[src/rtl/sha2d_pkg.sv]
// Package for the SHA-256/SHA-224 digest block: payload types, state enum,
// initial values, round constants and round helper functions. No dependencies.
`default_nettype none
package sha2d_pkg;

  localparam int WordW = 32;
  localparam int CountW = 61;

  typedef struct packed {
    logic [7:0] data_byte;
    logic       byte_present;
    logic       end_of_message;
  } in_item_t;

  typedef struct packed {
    logic [31:0] digest_word;
    logic [2:0]  word_index;
    logic        last_word;
  } out_item_t;

  typedef enum logic [2:0] {
    ST_IDLE,
    ST_LOAD,
    ST_ROUND,
    ST_FOLD,
    ST_PAD,
    ST_EMIT
  } state_t;

  typedef enum logic [1:0] {
    FILL_MSG,
    FILL_PAD80,
    FILL_ZERO,
    FILL_LEN
  } fill_sel_t;

  typedef struct packed {
    logic       init;
    logic       store_wr;
    fill_sel_t  fill_sel;
    logic [5:0] store_addr;
    logic       load;
    logic       round;
    logic [5:0] round_idx;
    logic       fold;
    logic       count_inc;
  } dp_cmd_t;

  function automatic logic [31:0] iv_word(input logic mode, input logic [2:0] i);
    logic [31:0] r;
    if (!mode) begin
      case (i)
        3'd0: r = 32'h6a09e667;
        3'd1: r = 32'hbb67ae85;
        3'd2: r = 32'h3c6ef372;
        3'd3: r = 32'ha54ff53a;
        3'd4: r = 32'h510e527f;
        3'd5: r = 32'h9b05688c;
        3'd6: r = 32'h1f83d9ab;
        default: r = 32'h5be0cd19;
      endcase
    end else begin
      case (i)
        3'd0: r = 32'hc1059ed8;
        3'd1: r = 32'h367cd507;
        3'd2: r = 32'h3070dd17;
        3'd3: r = 32'hf70e5939;
        3'd4: r = 32'hffc00b31;
        3'd5: r = 32'h68581511;
        3'd6: r = 32'h64f98fa7;
        default: r = 32'hbefa4fa4;
      endcase
    end
    return r;
  endfunction

  localparam logic [31:0] RoundK [64] = '{
    32'h428a2f98, 32'h71374491, 32'hb5c0fbcf, 32'he9b5dba5,
    32'h3956c25b, 32'h59f111f1, 32'h923f82a4, 32'hab1c5ed5,
    32'hd807aa98, 32'h12835b01, 32'h243185be, 32'h550c7dc3,
    32'h72be5d74, 32'h80deb1fe, 32'h9bdc06a7, 32'hc19bf174,
    32'he49b69c1, 32'hefbe4786, 32'h0fc19dc6, 32'h240ca1cc,
    32'h2de92c6f, 32'h4a7484aa, 32'h5cb0a9dc, 32'h76f988da,
    32'h983e5152, 32'ha831c66d, 32'hb00327c8, 32'hbf597fc7,
    32'hc6e00bf3, 32'hd5a79147, 32'h06ca6351, 32'h14292967,
    32'h27b70a85, 32'h2e1b2138, 32'h4d2c6dfc, 32'h53380d13,
    32'h650a7354, 32'h766a0abb, 32'h81c2c92e, 32'h92722c85,
    32'ha2bfe8a1, 32'ha81a664b, 32'hc24b8b70, 32'hc76c51a3,
    32'hd192e819, 32'hd6990624, 32'hf40e3585, 32'h106aa070,
    32'h19a4c116, 32'h1e376c08, 32'h2748774c, 32'h34b0bcb5,
    32'h391c0cb3, 32'h4ed8aa4a, 32'h5b9cca4f, 32'h682e6ff3,
    32'h748f82ee, 32'h78a5636f, 32'h84c87814, 32'h8cc70208,
    32'h90befffa, 32'ha4506ceb, 32'hbef9a3f7, 32'hc67178f2
  };

  function automatic logic [31:0] rotr(input logic [31:0] x, input int n);
    return (x >> n) | (x << (32 - n));
  endfunction

endpackage
`default_nettype wire

[src/rtl/sha2d_ctrl.sv]
// Controller for the SHA-256/SHA-224 digest block: sequences byte writes,
// compressions, padding and digest word output. Depends on sha2d_pkg.
`default_nettype none
module sha2d_ctrl
  import sha2d_pkg::*;
(
  input  wire logic       clk,
  input  wire logic       rst_n,
  input  wire logic       cfg_we,
  input  wire logic       in_valid,
  output logic            in_stall,
  input  wire in_item_t   in_item,
  input  wire logic [5:0] pos,
  input  wire logic       mode,
  output logic            out_valid,
  input  wire logic       out_stall,
  output logic [2:0]      out_idx,
  output logic            out_last,
  output dp_cmd_t         cmd
);

  state_t     state_r, state_nxt;
  logic [5:0] cnt_r, cnt_nxt;
  logic [5:0] pstart_r, pstart_nxt;
  logic [2:0] widx_r, widx_nxt;
  logic       mark_r, mark_nxt;
  logic       fin_r, fin_nxt;
  logic       pend_r, pend_nxt;
  logic       accept;
  logic       pad_end;

  assign accept   = in_valid && !in_stall;
  assign in_stall = (state_r != ST_IDLE);
  assign out_idx  = widx_r;
  assign out_last = (widx_r == (mode ? 3'd6 : 3'd7));
  assign pad_end  = (cnt_r == 6'd63);

  always_comb begin
    state_nxt  = state_r;
    cnt_nxt    = cnt_r;
    pstart_nxt = pstart_r;
    widx_nxt   = widx_r;
    mark_nxt   = mark_r;
    fin_nxt    = fin_r;
    pend_nxt   = pend_r;
    case (state_r)
      ST_IDLE: begin
        if (accept) begin
          if (in_item.byte_present && pos == 6'd63) begin
            state_nxt = ST_LOAD;
            pend_nxt  = in_item.end_of_message;
            mark_nxt  = 1'b0;
            fin_nxt   = 1'b0;
          end else if (in_item.end_of_message) begin
            state_nxt  = ST_PAD;
            cnt_nxt    = in_item.byte_present ? pos + 6'd1 : pos;
            pstart_nxt = cnt_nxt;
            mark_nxt   = 1'b1;
            fin_nxt    = (cnt_nxt < 6'd56);
          end
        end
      end
      ST_LOAD: begin
        state_nxt = ST_ROUND;
        cnt_nxt   = 6'd0;
      end
      ST_ROUND: begin
        cnt_nxt = cnt_r + 6'd1;
        if (cnt_r == 6'd63) state_nxt = ST_FOLD;
      end
      ST_FOLD: begin
        if (pend_r) begin
          state_nxt  = ST_PAD;
          cnt_nxt    = 6'd0;
          pstart_nxt = 6'd0;
          pend_nxt   = 1'b0;
          mark_nxt   = 1'b1;
          fin_nxt    = 1'b1;
        end else if (fin_r) begin
          state_nxt = ST_EMIT;
          widx_nxt  = 3'd0;
        end else if (mark_r) begin
          state_nxt = ST_PAD;
          cnt_nxt   = 6'd0;
          mark_nxt  = 1'b0;
          fin_nxt   = 1'b1;
        end else begin
          state_nxt = ST_IDLE;
        end
      end
      ST_PAD: begin
        cnt_nxt = cnt_r + 6'd1;
        if (pad_end) state_nxt = ST_LOAD;
      end
      ST_EMIT: begin
        if (!out_stall) begin
          widx_nxt = widx_r + 3'd1;
          if (out_last) begin
            state_nxt = ST_IDLE;
            mark_nxt  = 1'b0;
            fin_nxt   = 1'b0;
          end
        end
      end
      default: state_nxt = ST_IDLE;
    endcase
  end

  always_comb begin
    cmd = '0;
    cmd.fill_sel   = FILL_MSG;
    cmd.store_addr = pos;
    cmd.round_idx  = cnt_r;
    case (state_r)
      ST_IDLE: begin
        cmd.store_wr  = accept && in_item.byte_present;
        cmd.count_inc = accept && in_item.byte_present;
      end
      ST_LOAD:  cmd.load = 1'b1;
      ST_ROUND: cmd.round = 1'b1;
      ST_FOLD: begin
        cmd.fold = 1'b1;
      end
      ST_PAD: begin
        cmd.store_wr   = 1'b1;
        cmd.store_addr = cnt_r;
        if (mark_r && cnt_r == pstart_r)
          cmd.fill_sel = FILL_PAD80;
        else if (fin_r && cnt_r >= 6'd56)
          cmd.fill_sel = FILL_LEN;
        else
          cmd.fill_sel = FILL_ZERO;
      end
      ST_EMIT: cmd.init = !out_stall && out_last;
      default: ;
    endcase
  end

  assign out_valid = (state_r == ST_EMIT);

  always_ff @(posedge clk) begin
    if (!rst_n || cfg_we) begin
      state_r  <= ST_IDLE;
      cnt_r    <= '0;
      pstart_r <= '0;
      widx_r   <= '0;
      mark_r   <= 1'b0;
      fin_r    <= 1'b0;
      pend_r   <= 1'b0;
    end else begin
      state_r  <= state_nxt;
      cnt_r    <= cnt_nxt;
      pstart_r <= pstart_nxt;
      widx_r   <= widx_nxt;
      mark_r   <= mark_nxt;
      fin_r    <= fin_nxt;
      pend_r   <= pend_nxt;
    end
  end

endmodule
`default_nettype wire

[src/rtl/sha2d_dp.sv]
// Datapath for the SHA-256/SHA-224 digest block: schedule window (which also
// gathers the block bytes), working words, chaining words and byte count. Depends on sha2d_pkg.
`default_nettype none
module sha2d_dp
  import sha2d_pkg::*;
(
  input  wire logic       clk,
  input  wire logic       rst_n,
  input  wire logic       cfg_we,
  input  wire logic       cfg_mode,
  input  wire dp_cmd_t    cmd,
  input  wire logic [7:0] data_byte,
  input  wire logic [2:0] rd_idx,
  output logic [31:0]     rd_word,
  output logic [5:0]      pos,
  output logic            mode
);

  logic [31:0]       w_r [16];
  logic [31:0]       v_r [8];
  logic [31:0]       h_r [8];
  logic [CountW-1:0] count_r;
  logic              mode_r;
  logic [7:0]        wr_byte;
  logic [63:0]       bits;
  logic [31:0]       wnew, w_t, s0, s1, ch, maj, t1, t2, g0, g1;

  assign pos     = count_r[5:0];
  assign mode    = mode_r;
  assign rd_word = h_r[rd_idx];
  assign bits    = {count_r, 3'b000};

  always_comb begin
    case (cmd.fill_sel)
      FILL_MSG:   wr_byte = data_byte;
      FILL_PAD80: wr_byte = 8'h80;
      FILL_LEN:   wr_byte = bits[{~cmd.store_addr[2:0], 3'b000} +: 8];
      default:    wr_byte = 8'h00;
    endcase
  end

  assign g0   = rotr(w_r[1], 7) ^ rotr(w_r[1], 18) ^ (w_r[1] >> 3);
  assign g1   = rotr(w_r[14], 17) ^ rotr(w_r[14], 19) ^ (w_r[14] >> 10);
  assign wnew = w_r[0] + g0 + w_r[9] + g1;
  assign w_t  = (cmd.round_idx < 6'd16) ? w_r[cmd.round_idx[3:0]] : wnew;
  assign s1   = rotr(v_r[4], 6) ^ rotr(v_r[4], 11) ^ rotr(v_r[4], 25);
  assign ch   = (v_r[4] & v_r[5]) ^ (~v_r[4] & v_r[6]);
  assign t1   = v_r[7] + s1 + ch + RoundK[cmd.round_idx] + w_t;
  assign s0   = rotr(v_r[0], 2) ^ rotr(v_r[0], 13) ^ rotr(v_r[0], 22);
  assign maj  = (v_r[0] & v_r[1]) ^ (v_r[0] & v_r[2]) ^ (v_r[1] & v_r[2]);
  assign t2   = s0 + maj;

  always_ff @(posedge clk) begin
    if (cmd.store_wr) begin
      w_r[cmd.store_addr[5:2]][{~cmd.store_addr[1:0], 3'b000} +: 8] <= wr_byte;
    end else if (cmd.round && cmd.round_idx >= 6'd16) begin
      for (int i = 0; i < 15; i++) w_r[i] <= w_r[i+1];
      w_r[15] <= wnew;
    end
  end

  always_ff @(posedge clk) begin
    if (cmd.load) begin
      for (int i = 0; i < 8; i++) v_r[i] <= h_r[i];
    end else if (cmd.round) begin
      for (int i = 1; i < 8; i++) v_r[i] <= v_r[i-1];
      v_r[4] <= v_r[3] + t1;
      v_r[0] <= t1 + t2;
    end
  end

  always_ff @(posedge clk) begin
    if (!rst_n || cfg_we || cmd.init) begin
      for (int i = 0; i < 8; i++)
        h_r[i] <= iv_word(rst_n ? (cfg_we ? cfg_mode : mode_r) : 1'b0, 3'(i));
      count_r <= '0;
    end else begin
      if (cmd.fold)
        for (int i = 0; i < 8; i++) h_r[i] <= h_r[i] + v_r[i];
      if (cmd.count_inc) count_r <= count_r + 1'b1;
    end
  end

  always_ff @(posedge clk) begin
    if (!rst_n) mode_r <= 1'b0;
    else if (cfg_we) mode_r <= cfg_mode;
  end

endmodule
`default_nettype wire

[src/rtl/sha256_sha224_digest.sv]
// Top level of the SHA-256/SHA-224 digest block: joins controller and datapath.
// Depends on sha2d_pkg, sha2d_ctrl and sha2d_dp.
//
//   channel | ports                          | direction
//   in      | in_valid, in_stall, in_item    | bytes and end marker in
//   out     | out_valid, out_stall, out_item | digest words out
//   cfg     | cfg_we, cfg_digest_mode        | mode register write
//
// A byte that does not fill a block is taken without a stall. A byte that fills a block
// stalls the input through schedule load, 64 rounds and the chaining fold.
// End of message pads from the 0x80 offset to 63, then compresses; after a full block
// the 0x80 offset is 0. With 0x80 at offset 56 or above, a further pass and
// compression follow. Then 7 or 8 words, one a cycle while out_stall is low.
// Reset and mode writes restart.
`default_nettype none
module sha256_sha224_digest
  import sha2d_pkg::*;
(
  input  wire logic      clk,
  input  wire logic      rst_n,
  input  wire logic      cfg_we,
  input  wire logic      cfg_digest_mode,
  input  wire logic      in_valid,
  output logic           in_stall,
  input  wire in_item_t  in_item,
  output logic           out_valid,
  input  wire logic      out_stall,
  output out_item_t      out_item
);

  dp_cmd_t     cmd;
  logic [5:0]  pos;
  logic        mode;
  logic [2:0]  out_idx;
  logic        out_last;
  logic [31:0] rd_word;

  sha2d_ctrl u_ctrl (
    .clk, .rst_n, .cfg_we, .in_valid, .in_stall, .in_item, .pos, .mode,
    .out_valid, .out_stall, .out_idx, .out_last, .cmd
  );

  sha2d_dp u_dp (
    .clk, .rst_n, .cfg_we, .cfg_mode(cfg_digest_mode), .cmd,
    .data_byte(in_item.data_byte), .rd_idx(out_idx), .rd_word, .pos, .mode
  );

  assign out_item.digest_word = rd_word;
  assign out_item.word_index  = out_idx;
  assign out_item.last_word   = out_last;

  a_no_accept_busy: assert property (@(posedge clk) disable iff (!rst_n)
    out_valid |-> in_stall) else $error("input taken during output");
  a_last_idx: assert property (@(posedge clk) disable iff (!rst_n)
    (out_valid && out_item.last_word) |-> (out_item.word_index == 3'd6 ||
    out_item.word_index == 3'd7)) else $error("bad last word index");

endmodule
`default_nettype wire
[config.mk]
export PLATFORM = sky130hd
export DESIGN_NAME = sha256_sha224_digest
export DESIGN_NICKNAME = d
export VERILOG_FILES = /design/src/rtl/sha2d_pkg.sv /design/src/rtl/sha2d_ctrl.sv /design/src/rtl/sha2d_dp.sv /design/src/rtl/sha256_sha224_digest.sv
export SDC_FILE = /design/constraint.sdc
export NUM_CORES = 2
export LEC_CHECK = 0
export BUFFER_PORTS_ARGS = -buffer_cell sky130_fd_sc_hd__buf_2
export CAP_MARGIN = 25
export CORE_ASPECT_RATIO = 0.7
export CORE_MARGIN = 10
export CORE_UTILIZATION = 25
export CTS_BUF_LIST = sky130_fd_sc_hd__clkbuf_16
export DETAILED_ROUTE_END_ITERATION = 10
export GPL_ROUTABILITY_DRIVEN = 0
export PLACE_DENSITY_LB_ADDON = 0.1
export SYNTH_ARGS = -nofsm -noshare
export SYNTH_HDL_FRONTEND = slang
export SYNTH_SLANG_ARGS = --single-unit
export TNS_END_PERCENT = 30
[constraint.sdc]
create_clock -name clk -period 10.2 [get_ports clk]
set_input_delay 0.51 -clock clk [delete_from_list [all_inputs] [get_ports clk]]
set_output_delay 0.51 -clock clk [all_outputs]
set_load 0.05 [all_outputs]
==> impl_metrics.json <==
{
  "synth-edff-count": 1024,
  "crit_path_max_incr_delay_ns": 0.51,
  "grt_max_degree": 160,
  "p_sw_mw": 5.55,
  "cts_buffers": 151,
  "die_x_um": 688,
  "critPathSlowestCell": "fa_1",
  "arrival_ns": 10.50,
  "p_int_mw": 10.4,
  "cp-end-kind": "register",
  "hp-start": "out_stall",
  "n_fill_cell": 32400,
  "slew_headroom_pct": 25.0,
  "finalClockSkew_ns": 0.0493,
  "place_inst": 11600,
  "hold_depth": 3,
  "wl_per_cell_um": 28.2,
  "antenna_found_initial": 18,
  "ant_nets": 0,
  "startpoint": "u_dp.w_r[1][19]",
  "ys_seq_area_share_pct": 41.6,
  "status": "finished clean",
  "stdcell_count": 11800,
  "r2r_setup_slack_ns": 0.38,
  "synth-main-ff-cell": "edfxtp_1",
  "pwr-share-comb_pct": 35.7,
  "r2r-start": "u_dp.w_r[1][19]",
  "leakage_nw": 38.6,
  "ys.warnings.count": 0,
  "reg2reg_to": "u_dp.v_r[0][31]",
  "layout_commonest_cell": "edfxtp_1",
  "clkPwrFrac_pct": 32.1,
  "setup_violations": 0,
  "max-vdd-ir-drop_mv": 0.149,
  "portBuffers": 53,
  "final_util_pct": 29.1,
  "finalWirelength_um": 334000,
  "postSynthCellCount": 7330,
  "grt.total_usage_pct": 19.3,
  "powerDensity_nw_per_um2": 176,
  "period_minus_slack_ns": 9.82,
  "final_cell_mix": "1024 x edfxtp_1, 880 x nand2_1, 726 x a21o_1",
  "clock_latency_ns": 0.86,
  "min_path_type": "in2reg",
  "nets": 8198,
  "grt_pass1_vias": 58000,
  "die_area_um2": 336000,
  "grt_pass1_wl_um": 464000,
  "crit_top_cell": "buf_4",
  "rsz0062_at_grt": "false",
  "cts_buffer_depth": 4,
  "drt_iter0_drc": 6762,
  "reg2regPathDepth": 47,
  "syn-num-nets": 7950,
  "maxCapViolCount": 0,
  "cts_tree": "yes",
  "drive_gt1_share_pct": 15.2,
  "async_reset_ff_share_pct": 0,
  "path_clk_slew_ns": 0.07,
  "avgSynthCellArea_um2": 10.7,
  "start_util_pct": 25.2,
  "drc": 0,
  "die_h_um": 488,
  "min_period_over_period_pct": 96.3,
  "crit_type": "reg2reg",
  "clockRootBuffer": "clkbuf_16",
  "dr.pass1.iters": 6,
  "pin_count": 54,
  "ys_ff_latch": 1114,
  "path_max_fanout": 3,
  "avgViaCountPerCell": 5.13,
  "clock.fmax_mhz": 102,
  "drv_slew": 0,
  "cts_sinks": 1114,
  "swShare_pct": 34.7,
  "area_growth_pct": 15.8,
  "synth.cell_area_um2": 78200,
  "whs_ns": 0.0765,
  "htreeDepth": 4,
  "design.core.area_um2": 311000,
  "yosysUniqueCellTypes": 94,
  "cp.required_ns": 10.88,
  "hpwlAfterDp_um": 255000,
  "grt_overflow": 0,
  "setup.worst_path.start_class": "register",
  "finalPower_mw": 16.0,
  "hold_end": "u_ctrl.state_r[0]",
  "core.rowCount": 171,
  "num_vias": 60800,
  "worstMarginPinSlew_ns": 1.12,
  "hold_viol_final": 0,
  "power_frac_seq_pct": 32.2
}
through the flow:
stage / cell area [um2] / setup slack [ns] / setup TNS [ns]
floorplan: 78200 / 0.900 / 0
global placement: 85500 / -0.303 / -0.657
detailed placement: 85600 / -0.192 / -0.369
CTS: 90100 / 0.0340 / 0
global route: 90500 / 0.00698 / 0
finish: 90500 / 0.378 / 0
cells by family (layout without fill, tap and decap cells):
logic type / after synthesis / count (layout) / share of synthesized area, %
AO/OA/AOI/OAI: 2001 / 2001 / 16.7
XOR/XNOR: 647 / 647 / 7.27
adder cells (fa/ha/maj): 609 / 609 / 11.6
buffers and inverters: 809 / 1159 / 3.98
flip-flops: 1114 / 1114 / 41.6
multiplexers: 388 / 388 / 8.83
other: 0 / 5 / 0
AND/OR/NAND/NOR: 1762 / 1762 / 9.95
flip-flops by register name, summed over array words and instances (netlist names), named ones only:
| name | count |
|---|---|
| u_dp.count_r | 61 |
| u_ctrl.pend_r | 1 |
| u_dp.v_r | 256 |
| u_ctrl.mark_r | 1 |
| u_ctrl.cnt_r | 6 |
| u_ctrl.out_idx | 3 |
| u_ctrl.fin_r | 1 |
| u_ctrl.pstart_r | 6 |
| u_dp.mode | 1 |
| u_dp.h_r | 256 |
| u_ctrl.state_r | 3 |
| u_dp.w_r | 512 |
area by class of cell:
type                    count  area (um2)  share of cell area, %
diodes                      5        12.5                 0.0138
clock buffers             152        3800                   4.20
clock inverters           103         652                  0.720
inverters                 375        1410                   1.55
multi-input cells        5407       42900                   47.4
flip-flops and latches   1114       32600                   36.0
well taps                4152        5190                   5.74
repair buffers            529        3990                   4.41
synth_stat cells, drive strengths merged (195+ instances only):
cell | number | area share (%)
nand2 | 885 | 4.2
clkbuf | 333 | 1.6
mux4 | 231 | 6.7
xnor2 | 363 | 4.1
o21ai | 500 | 3.2
nor2 | 354 | 1.7
a21oi | 348 | 2.2
ha | 409 | 6.5
inv | 374 | 1.8
edfxtp | 1024 | 39
xor2 | 283 | 3.2
a21o | 728 | 7.0
fa | 195 | 5.0
worst max-delay path by stage:
stage,endpoint,slack (ns),depth (start not counted)
after CTS,u_dp.v_r[0][28],0.03,48
after global routing,u_dp.v_r[0][31],0.007,48
after detailed placement,u_dp.v_r[0][31],-0.19,48
after floorplan,u_dp.v_r[0][31],0.90,45
after global placement,u_dp.v_r[0][31],-0.30,48
final,u_dp.v_r[0][31],0.38,47
what timing repair did:
item                                    4_1_cts  5_1_grt
endpoints found under the setup margin        4       10
buffers inserted                              0        6
resized for setup                             8       49
hold buffers                                  1        0
hold endpoints to repair                      1        0
pin swaps                                     3       25
power by group through the flow:
stage          clock, mW  sequential [mW]  combinational, mW
2_1_floorplan          0             5.20               3.33
5_1_grt             5.43             5.15               6.23
6_report            5.12             5.14               5.70
3_5_place_dp           0             5.24               5.40
4_1_cts             5.27             5.14               5.46
3_3_place_gp           0             5.24               5.41
worst max-delay path, delay by kind of cell, from the launching register on:
family,cells,cell delay (ns)
adders and majority gates,8,3.26
AOI/OAI and AO/OA,18,3.09
buffers and inverters,11,1.16
xor gates and xnor gates,5,0.77
and+or+nand+nor,4,0.66
DFF,1,0.41
muxes,1,0.28
routing by layer:
metal  vias up  share of wire [%]  track usage, %
met5         -             0.0039               0
met4         2                1.8            3.57
met3       315                 11            7.07
met2      2334                 35            22.9
met1     31000                 53            31.5
li1      27100                  -               -
Note: power is estimated with default switching activity, not from simulation.
